--- src/rtl/jdc_pkg.sv ---
// Shared constants and helper functions for the calendar date converter.
package jdc_pkg;

	localparam int NSTG = 9;

	localparam int DN_W = 24;
	localparam int EM_W = 48;
	localparam int YR_W = 17;
	localparam int MO_W = 4;
	localparam int DY_W = 5;
	localparam int HR_W = 5;
	localparam int MI_W = 6;
	localparam int SE_W = 6;
	localparam int MS_W = 10;

	localparam logic [23:0] GREG_START = 24'd2299161;
	localparam logic [23:0] EPOCH_JDN  = 24'd2440588;

	// Divisors and their reciprocal scale factors.
	localparam int unsigned D_DAYK = 84375;
	localparam int unsigned S_X1   = 26;
	localparam int unsigned M_X1   = (1 << S_X1) / D_DAYK;
	localparam int unsigned S_X2   = 29;
	localparam int unsigned M_X2   = (1 << S_X2) / D_DAYK;
	localparam int unsigned D_HR   = 3600000;
	localparam int unsigned S_HR   = 27;
	localparam int unsigned M_HR   = (1 << S_HR) / D_HR;
	localparam int unsigned D_MIN  = 60000;
	localparam int unsigned S_MIN  = 22;
	localparam int unsigned M_MIN  = (1 << S_MIN) / D_MIN;
	localparam int unsigned D_SEC  = 1000;
	localparam int unsigned S_SEC  = 16;
	localparam int unsigned M_SEC  = (1 << S_SEC) / D_SEC;
	localparam int unsigned D_GN   = 146097;
	localparam int unsigned S_GN   = 27;
	localparam int unsigned M_GN   = (1 << S_GN) / D_GN;
	localparam int unsigned D_GI   = 1461001;
	localparam int unsigned S_GI   = 28;
	localparam int unsigned M_GI   = (1 << S_GI) / D_GI;
	localparam int unsigned D_GJ   = 2447;
	localparam int unsigned S_GJ   = 16;
	localparam int unsigned M_GJ   = (1 << S_GJ) / D_GJ;
	localparam int unsigned D_JQ   = 1461;
	localparam int unsigned S_JQ   = 27;
	localparam int unsigned M_JQ   = (1 << S_JQ) / D_JQ;
	localparam int unsigned D_JM   = 153;
	localparam int unsigned S_JM   = 11;
	localparam int unsigned M_JM   = (1 << S_JM) / D_JM;

	// Quotient by a constant through a scaled reciprocal and one correction step.
	// The operand must stay below two to the power of the shift.
	function automatic logic [31:0] cdiv(input logic [31:0] x, input int unsigned d,
			input int unsigned m, input int unsigned s);
		logic [63:0] p;
		logic [31:0] qe;
		logic [31:0] r;
		p = {32'd0, x} * 64'(m);
		qe = 32'(p >> s);
		r = x - 32'(qe * d);
		if (r >= d) begin
			qe = qe + 32'd1;
		end
		return qe;
	endfunction

	// Days before the month in the Gregorian rule, indexed by the month code.
	function automatic logic [8:0] greg_moff(input logic [3:0] j);
		logic [8:0] r;
		case (j)
			4'd0: r = 9'd0;
			4'd1: r = 9'd30;
			4'd2: r = 9'd61;
			4'd3: r = 9'd91;
			4'd4: r = 9'd122;
			4'd5: r = 9'd152;
			4'd6: r = 9'd183;
			4'd7: r = 9'd214;
			4'd8: r = 9'd244;
			4'd9: r = 9'd275;
			4'd10: r = 9'd305;
			4'd11: r = 9'd336;
			4'd12: r = 9'd367;
			4'd13: r = 9'd397;
			4'd14: r = 9'd428;
			default: r = 9'd458;
		endcase
		return r;
	endfunction

	// Days before the month in the Julian rule, indexed by the month code.
	function automatic logic [8:0] jul_moff(input logic [3:0] m);
		logic [8:0] r;
		case (m)
			4'd0: r = 9'd0;
			4'd1: r = 9'd31;
			4'd2: r = 9'd61;
			4'd3: r = 9'd92;
			4'd4: r = 9'd122;
			4'd5: r = 9'd153;
			4'd6: r = 9'd184;
			4'd7: r = 9'd214;
			4'd8: r = 9'd245;
			4'd9: r = 9'd275;
			4'd10: r = 9'd306;
			4'd11: r = 9'd337;
			default: r = 9'd0;
		endcase
		return r;
	endfunction

endpackage

--- src/rtl/jdc_ctl.sv ---
// Pipeline valid bits and per-stage advance enables with bubble collapsing.
module jdc_ctl (
	input  logic                       clk,
	input  logic                       arst_n,
	input  logic                       in_valid,
	input  logic                       out_ready,
	output logic [jdc_pkg::NSTG-1:0]   en,
	output logic                       out_valid
);
	import jdc_pkg::*;

	logic [NSTG-1:0] vld_q;

	always_comb begin
		en[NSTG-1] = !vld_q[NSTG-1] || out_ready;
		for (int k = NSTG - 2; k >= 0; k--) begin
			en[k] = !vld_q[k] || en[k+1];
		end
	end

	always_ff @(posedge clk or negedge arst_n) begin
		if (!arst_n) begin
			vld_q <= '0;
		end else begin
			if (en[0]) begin
				vld_q[0] <= in_valid;
			end
			for (int k = 1; k < NSTG; k++) begin
				if (en[k]) begin
					vld_q[k] <= vld_q[k-1];
				end
			end
		end
	end

	assign out_valid = vld_q[NSTG-1];

endmodule

--- config.mk ---
export PLATFORM = sky130hd
export DESIGN_NAME = jdc_ctl
export DESIGN_NICKNAME = d
export VERILOG_FILES = /design/src/rtl/jdc_pkg.sv /design/src/rtl/jdc_ctl.sv
export SDC_FILE = /design/constraint.sdc
export NUM_CORES = 1
export LEC_CHECK = 0
export BUFFER_PORTS_ARGS = -buffer_cell sky130_fd_sc_hd__buf_4
export CAP_MARGIN = 40
export CORE_AREA = 2 2 39 41
export CTS_CLUSTER_DIAMETER = 80
export DETAILED_ROUTE_END_ITERATION = 16
export DIE_AREA = 0 0 41 43
export SLEW_MARGIN = 20
export SYNTH_ARGS = -nofsm -noshare
export SYNTH_HDL_FRONTEND = slang
export SYNTH_SLANG_ARGS = --single-unit
--- constraint.sdc ---
create_clock -name clk -period 1.3 [get_ports clk]
set_input_delay 0.195 -clock clk [delete_from_list [all_inputs] [get_ports clk]]
set_output_delay 0.195 -clock clk [all_outputs]
set_load 0.02 [all_outputs]
==> flow_summary.ini, run 1 <==
[run_status]
status = finished with violations
violations = negative setup slack

[place]
post-dp-hpwl_um = 536
port_buffers = 13
dp_slack_ns = -0.0148
placedCellCount = 63
gp_congestion = 0.708

[detailed_routing]
drtIter0Drc = 5
wirelength_mm = 1.03
vias = 374
firstDrtPassIters = 4
wl_per_cell_um = 13.4
antenna_left = 0
drc = 0
via_per_inst = 4.86

[global_route]
grt_usage = 0.133
grt_pass1_vias = 354
grt_max_degree = 10
grt_overflow = 0
grt_pass1_wl_mm = 1.52
antenna_found_initial = 0

[finish]
regMostFlops = vld_q
fin_cells = 77
diodes = 0
area_delta_synth_final_pct = 70.5
largest_register_ffs = 9
num-nets-final = 66
reg_top3 = vld_q (9)
mostFrequentLayoutCells = buf_4, dfrtp_1, buf_6
layout-drive-gt1-share = 0.590
layout_commonest_cell = buf_4
fillers = 144

[timing]
rsz0062_at_grt = true
worst_slew_pin_slew_ns = 0.182
setup_viol = 13
skew_ns = 0.00501
clock.fmax_mhz = 706
setup_slack_ns = -0.117
drv_slew = 0
layout_min_cycle_time_ns = 1.42
fin_setup_tns_ns = -0.922
hold_slack_ns = 0.127
min_period_over_period = 1.09
relSlewSlack = 0.879
timing.final.hold_violations = 0

[worst_setup_path]
worstPathRequired_ns = 1.11
crit_path_end_kind = primary output
worst_path_max_delay_cell = dfrtp_1
cp.arrival_ns = 1.22
startpoint_type = flip-flop
cpLargestDelayFamily = simple AND/OR/NAND/NOR gates
path_cells = and4b_2, nand4_1, buf_4
critPathMaxFanout = 6
critPathMaxStageDelay_ns = 0.36
worst-path-buf-inv = 1
critPathKind = flip-flop to primary output

[power_and_ir_drop]
p_leak_nw = 0.309
p_sw_w = 0.000341
ir_drop_mv = 0.940
p_total_w = 0.00105
internal_power_w = 0.000705
p_sw_frac = 0.326
combPwrFrac = 0.453
seq_power_share = 0.348
p_clk_frac = 0.199
power_density_mw_per_mm2 = 1570

[yosys]
yosysTopAreaCell = dfrtp_1
synth.area.top_cells = dfrtp_1, buf_6, a41o_1, nand2b_1, a31o_2
synth_top_area_frac = 0.577
syn-cell-area_um2 = 390
seq_area_frac_synth = 0.577
synth_cell_types = 15
synth.avg_cell_area_um2 = 12.2
postSynthCellCount = 32
synth-seq-cells = 9
synth_warnings = 0
syn-num-nets = 36

[clocking]
numCtsBuffers = 3
cts.sinks = 9
clk_path_buf_depth = 2
path_clk_slew_ns = 0.06
h-tree-depth = 1
clk_latency_ns = 0.26
cts_tree = built
cts_root_buf = clkbuf_4

[flow_run]
maxCapViolations = 0

[die]
die_y_um = 43
fp.dieW_um = 41
start_util = 0.282
pin_count = 14
die-area_mm2 = 0.00176
rows = 14
coreArea_mm2 = 0.00138

[min_path]
min_path_type = primary input to flip-flop
[Yosys cell counts]
master and instances:
buf_6 2, and4b_1 1, a21o_1 2, inv_1 1, nand4_1 2, nand2_1 2, buf_2 1, a31o_2 2
a41o_1 2, or2_1 1, nand3b_1 1, and4_1 1, dfrtp_1 9, nand3_1 2, nand2b_1 3
[metal layers]
metal	vias to the layer above	GRT usage	wire length, um
li1	180	-	-
met1	179	0.183	454
met2	15	0.175	505
met3	0	0.0785	71
met4	0	0.0333	0
met5	-	0	0
[repair_timing]
action / 4_1_cts / 5_1_grt
buffers inserted: 3 / 5
gates resized for setup: 9 / 4
setup endpoints to repair: 7 / 10
endpoints found under the hold margin: 9 / 0
pin swaps: 4 / 5
hold buffers: 1 / 0
gates cloned: 1 / 0
[power groups by stage]
| stage | sequential [W] | clock (W) | combinational, W |
|---|---|---|---|
| 4_1_cts | 0.000366 | 0.000223 | 0.000405 |
| 3_5_place_dp | 0.000364 | 0 | 0.000331 |
| 3_3_place_gp | 0.000361 | 0 | 0.000330 |
| 2_1_floorplan | 0.000376 | 0 | 0.000194 |
| 5_1_grt | 0.000370 | 0.000240 | 0.000512 |
| 6_report | 0.000364 | 0.000208 | 0.000474 |
[worst paths after layout]
path                                from       end  slack (ns)  depth (start not counted)
worst max-delay path            vld_q[7]     en[3]       -0.12                          3
worst min-delay path            in_valid  vld_q[0]        0.13                          2
worst max register to register  vld_q[6]  vld_q[4]       -0.09                          5
worst min register to register  vld_q[2]  vld_q[3]        0.47                          1
max in group asynchronous         arst_n  vld_q[8]        0.87                          2
min in group asynchronous         arst_n  vld_q[6]        0.29                          2
[kinds of logic after synthesis]
| logic type | after synthesis | share of synthesized area |
|---|---|---|
| AOI/OAI and AO/OA | 6 | 0.135 |
| DFF | 9 | 0.577 |
| and+or+nand+nor | 13 | 0.208 |
| buffers and inverters | 4 | 0.0801 |
[stage by stage]
step                      cell area, um2   util
after global routing                 666  0.481
after floorplan                      392      -
after CTS                            612  0.442
final                                666  0.481
after detailed placement             519  0.375
after global placement               519  0.375
[final cells by class]
class / count / area [um2] / area share
inverters: 1 / 3.75 / 0.00564
repair buffers: 27 / 231 / 0.348
multi-input cells: 20 / 158 / 0.237
clock buffers: 4 / 26.3 / 0.0395
flip-flops and latches: 9 / 226 / 0.340
well taps: 16 / 20.0 / 0.0301
Note: power is estimated with default switching activity, not from simulation.
==> inputs of run 2 (changes only) <==
--- a/config.mk
+++ b/config.mk
@@ -11,6 +11,8 @@
 export CTS_CLUSTER_DIAMETER = 80
 export DETAILED_ROUTE_END_ITERATION = 16
 export DIE_AREA = 0 0 41 43
+export GPL_ROUTABILITY_DRIVEN = 0
+export RECOVER_POWER = 100
 export SLEW_MARGIN = 20
 export SYNTH_ARGS = -nofsm -noshare
 export SYNTH_HDL_FRONTEND = slang
==> run 2 against run 1 <==
Net effect:
- the flow still finishes with violations (negative setup slack)
- setup slack got worse by 0.0021 ns
- worst hold slack barely moved
- clock skew barely moved
- sequential power barely moved
- combinational power fell by 2%
- power fell by 0.89%
- critical endpoint unchanged
- highest routed layer unchanged
==> flow_summary.ini, run 2 (synthesis gave the netlist of run 1 again) <==
[run_status]
status = finished with violations
violations = negative setup slack

[place]
placedCellCount = 63
port_buffers = 13
post-dp-hpwl_um = 536
dp_slack_ns = -0.0148

[clocking]
numCtsBuffers = 3
cts_tree = built
clk_latency_ns = 0.26
cts.sinks = 9
cts_root_buf = clkbuf_4
path_clk_slew_ns = 0.06
h-tree-depth = 1
clk_path_buf_depth = 2

[global_route]
grt_pass1_vias = 354
grt_pass1_wl_mm = 1.52
antenna_found_initial = 0
grt_max_degree = 10
grt_usage = 0.133
grt_overflow = 0

[finish]
mostFrequentLayoutCells = buf_4, dfrtp_1, buf_6
layout_commonest_cell = buf_4
num-nets-final = 66
reg_top3 = vld_q (9)
fin_cells = 77
diodes = 0
area_delta_synth_final_pct = 67.0
fin_util = 0.471
regMostFlops = vld_q
layout-drive-gt1-share = 0.541
largest_register_ffs = 9

[detailed_routing]
via_per_inst = 4.84
firstDrtPassIters = 4
drtIter0Drc = 5
vias = 373
wirelength_mm = 1.03
drc = 0
antenna_left = 0
wl_per_cell_um = 13.4

[die]
die-area_mm2 = 0.00176
pin_count = 14
rows = 14
die_y_um = 43
coreArea_mm2 = 0.00138
fp.dieW_um = 41
start_util = 0.282

[timing]
min_period_over_period = 1.09
layout_min_cycle_time_ns = 1.42
setup_slack_ns = -0.119
relSlewSlack = 0.688
drv_slew = 0
rsz0062_at_grt = true
clock.fmax_mhz = 705
worst_slew_pin_slew_ns = 0.468
skew_ns = 0.00498
timing.final.hold_violations = 0
setup_viol = 11

[worst_setup_path]
critPathKind = flip-flop to primary output
crit_path_end_kind = primary output
startpoint_type = flip-flop
worstPathRequired_ns = 1.11
critPathMaxFanout = 6
cp.arrival_ns = 1.22

[min_path]
min_path_type = primary input to flip-flop

[power_and_ir_drop]
p_leak_nw = 0.302
ir_drop_mv = 0.938
power_density_mw_per_mm2 = 1590

[flow_run]
maxCapViolations = 0
## run 2: timing repair
| action | in CTS | in global routing |
|---|---|---|
| pin swaps | 4 | 5 |
| buffers inserted | 3 | 5 |
| hold buffers | 1 | 0 |
| setup endpoints to repair | 7 | 10 |
| cloned | 1 | 0 |
| resized for setup | 9 | 4 |
| hold endpoints to repair | 9 | 0 |
## run 2: final timing paths
path                           from       end  slack, ns  cells after the start
min reg2reg                vld_q[2]  vld_q[3]       0.47                      1
max in group asynchronous    arst_n  vld_q[8]       0.56                      2
min                        in_valid  vld_q[0]       0.13                      2
max                        vld_q[7]     en[3]      -0.12                      3
max reg2reg                vld_q[7]  vld_q[4]      -0.08                      5
min in group asynchronous    arst_n  vld_q[6]       0.40                      2
## run 2: layout make-up
type | instances | area (um2)
inverter | 1 | 3.75
multi-input combinational | 20 | 156
sequential | 9 | 226
timing repair buffer | 27 | 219
fill | 148 | 732
tap | 16 | 20.0
clock buffer | 4 | 26.3
## run 2: per-layer routing
metal	part of all wire	track usage	vias up
li1	-	-	181
met2	0.48	0.175	13
met1	0.45	0.183	179
met4	0	0.0333	0
met3	0.058	0.0785	0
met5	0	0	-
## run 2: critical path, stage by stage (launching register included)
cell     delay (ns)
dfrtp_1        0.36
and4b_2        0.32
nand4_1        0.11
buf_4          0.17
## run 2: power breakdown
| part | total (W) | internal [W] | leakage (nW) | switching, W |
|---|---|---|---|---|
| registers | 0.000364 | 0.000330 | 0.0952 | 0.0000345 |
| clock network | 0.000208 | 0.000118 | 0.0150 | 0.0000902 |
| logic | 0.000465 | 0.000248 | 0.192 | 0.000216 |
| total | 0.00104 | 0.000696 | 0.302 | 0.000341 |
## run 2: stage by stage
step                      setup TNS [ns]  area (um2)  total power (W)  hold slack [ns]
after CTS                         -0.649         612         0.000995            0.119
after floorplan                        0         392         0.000570           -0.101
after global placement           -0.0434         519         0.000691           0.0231
final                             -0.880         652          0.00104            0.128
after global routing               -1.45         652          0.00111            0.127
after detailed placement         -0.0228         519         0.000695           0.0227
==> inputs of run 3 (changes only) <==
--- a/config.mk
+++ b/config.mk
@@ -12,6 +12,7 @@
 export DETAILED_ROUTE_END_ITERATION = 16
 export DIE_AREA = 0 0 41 43
 export GPL_ROUTABILITY_DRIVEN = 0
+export PLACE_DENSITY = 0.56
 export RECOVER_POWER = 100
 export SLEW_MARGIN = 20
 export SYNTH_ARGS = -nofsm -noshare
==> run 3 against run 2 <==
Net effect:
- highest routed layer unchanged
- setup slack better by 0.012 ns
- sequential power is 1% higher
- cell area is 5.0% lower
- the run still ends with negative setup slack left
- via count is 6.7% lower
- largest cell class unchanged
==> flow_summary.ini, run 3 (synthesis gave the netlist of run 1 again) <==
[die]
start_util = 0.282
fp.dieW_um = 41
die-area_mm2 = 0.00176
die_y_um = 43
rows = 14
coreArea_mm2 = 0.00138
pin_count = 14

[worst_setup_path]
r2r_end = vld_q[4]
cp.depth = 3
worstPathRequired_ns = 1.11
worst-path-buf-inv = 1
r2r_cells = 4
endpoint = en[0]
cp.arrival_ns = 1.21
path_cells = and4b_2, nand4_1, buf_4
critPathKind = flip-flop to primary output
critPathMaxStageDelay_ns = 0.37
rr_startpoint = vld_q[8]
worst_path_max_delay_cell = dfrtp_1
critPathMaxFanout = 6
crit_start = vld_q[7]
regToRegSetupSlack_ns = 0.01
startpoint_type = flip-flop
cpLargestDelayFamily = simple AND/OR/NAND/NOR gates
crit_path_end_kind = primary output

[clocking]
numCtsBuffers = 3
clk_latency_ns = 0.26
cts_root_buf = clkbuf_4
cts.sinks = 9
h-tree-depth = 1
path_clk_slew_ns = 0.06
clk_path_buf_depth = 2
cts_tree = built

[timing]
layout_min_cycle_time_ns = 1.41
timing.final.hold_violations = 0
relSlewSlack = 0.679
fin_setup_tns_ns = -0.550
drv_slew = 0
worst_slew_pin_slew_ns = 0.482
rsz0062_at_grt = true
setup_slack_ns = -0.107
min_period_over_period = 1.08
clock.fmax_mhz = 711
skew_ns = 0.00461
setup_viol = 7

[finish]
layout-drive-gt1-share = 0.518
fillers = 142
reg_top3 = vld_q (9)
mostFrequentLayoutCells = buf_4, buf_6, dfrtp_1
largest_register_ffs = 9
area_delta_synth_final_pct = 58.7
num-nets-final = 61
diodes = 0
fin_util = 0.448
multi_input_area_um2 = 156
regMostFlops = vld_q
seq_area_um2 = 226

[power_and_ir_drop]
ir_drop_mv = 0.790
power_density_mw_per_mm2 = 1580
p_total_w = 0.000979
p_leak_nw = 0.280

[detailed_routing]
via_per_inst = 4.83
vias = 348
drc = 0
drtIter0Drc = 5
firstDrtPassIters = 3
antenna_left = 0
wl_per_cell_um = 13.1
wirelength_um = 945

[flow_run]
maxCapViolations = 0

[min_path]
min_path_type = primary input to flip-flop

[place]
post-dp-hpwl_um = 544
port_buffers = 13

[global_route]
grt_overflow = 0
grt_usage = 0.129
grt_max_degree = 10
grt_pass1_wl_mm = 1.49
grt_pass1_vias = 318
antenna_found_initial = 0

[run_status]
status = finished with violations
violations = negative setup slack
run 3: changes by cell type in the layout (fill, tap and decap cells not counted), sizes merged:
cell    before  now
clkbuf       8    9
buf         22   16
run 3: where the power goes:
group	leakage [nW]	switching (W)	total, W	internal [W]
Clock	0.0150	0.0000933	0.000211	0.000118
Combinational	0.170	0.000196	0.000399	0.000203
Sequential	0.0952	0.0000391	0.000369	0.000330
run 3: worst min path at each step:
stage / from / to / slack (ns) / cells past startpoint
3_3_place_gp: arst_n / vld_q[4] / 0.03 / 1
2_1_floorplan: arst_n / vld_q[0] / -0.10 / 0
4_1_cts: in_valid / vld_q[0] / 0.12 / 2
3_5_place_dp: arst_n / vld_q[4] / 0.02 / 1
6_report: in_valid / vld_q[0] / 0.12 / 2
5_1_grt: in_valid / vld_q[0] / 0.13 / 2
run 3: worst register-to-register path, cell delays in order (launching register included):
cell and delay (ns):
dfrtp_2 0.41, and4b_2 0.27, clkbuf_1 0.13, clkbuf_1 0.13, a31o_2 0.25
run 3: layer usage:
| layer | wire (um) | vias up | part of all wire | global-route usage |
|---|---|---|---|---|
| li1 | - | 169 | - | - |
| met1 | 400 | 171 | 0.42 | 0.175 |
| met2 | 499 | 8 | 0.53 | 0.169 |
| met3 | 46 | 0 | 0.049 | 0.0471 |
| met4 | 0 | 0 | 0 | 0.0800 |
| met5 | 0 | - | 0 | 0 |
run 3: timing repair:
action / in CTS / in global routing
endpoints found under the hold margin: 9 / 0
pin swaps: 3 / 2
cloned: 1 / 0
gates resized for setup: 8 / 8
setup buffers: 1 / 2
endpoints found under the setup margin: 7 / 12
hold buffers: 1 / 0
run 3: per-stage QoR:
stage               area (um2)  setup slack [ns]  hold slack, ns  instances
finish                     619            -0.107           0.124         72
global route               619            -0.180           0.126         72
CTS                        593            -0.127           0.117         70
detailed placement         519            0.0101          0.0226         63
global placement           519           0.00804          0.0254         63
floorplan                  392            0.0250          -0.101         32
run 3: area by class of cell:
cell class                      count  share of cell area
Clock buffer                        4              0.0424
Tap cell                           16              0.0323
Multi-Input combinational cell     20               0.253
Timing Repair Buffer               22               0.301
Sequential cell                     9               0.366
Inverter                            1             0.00606
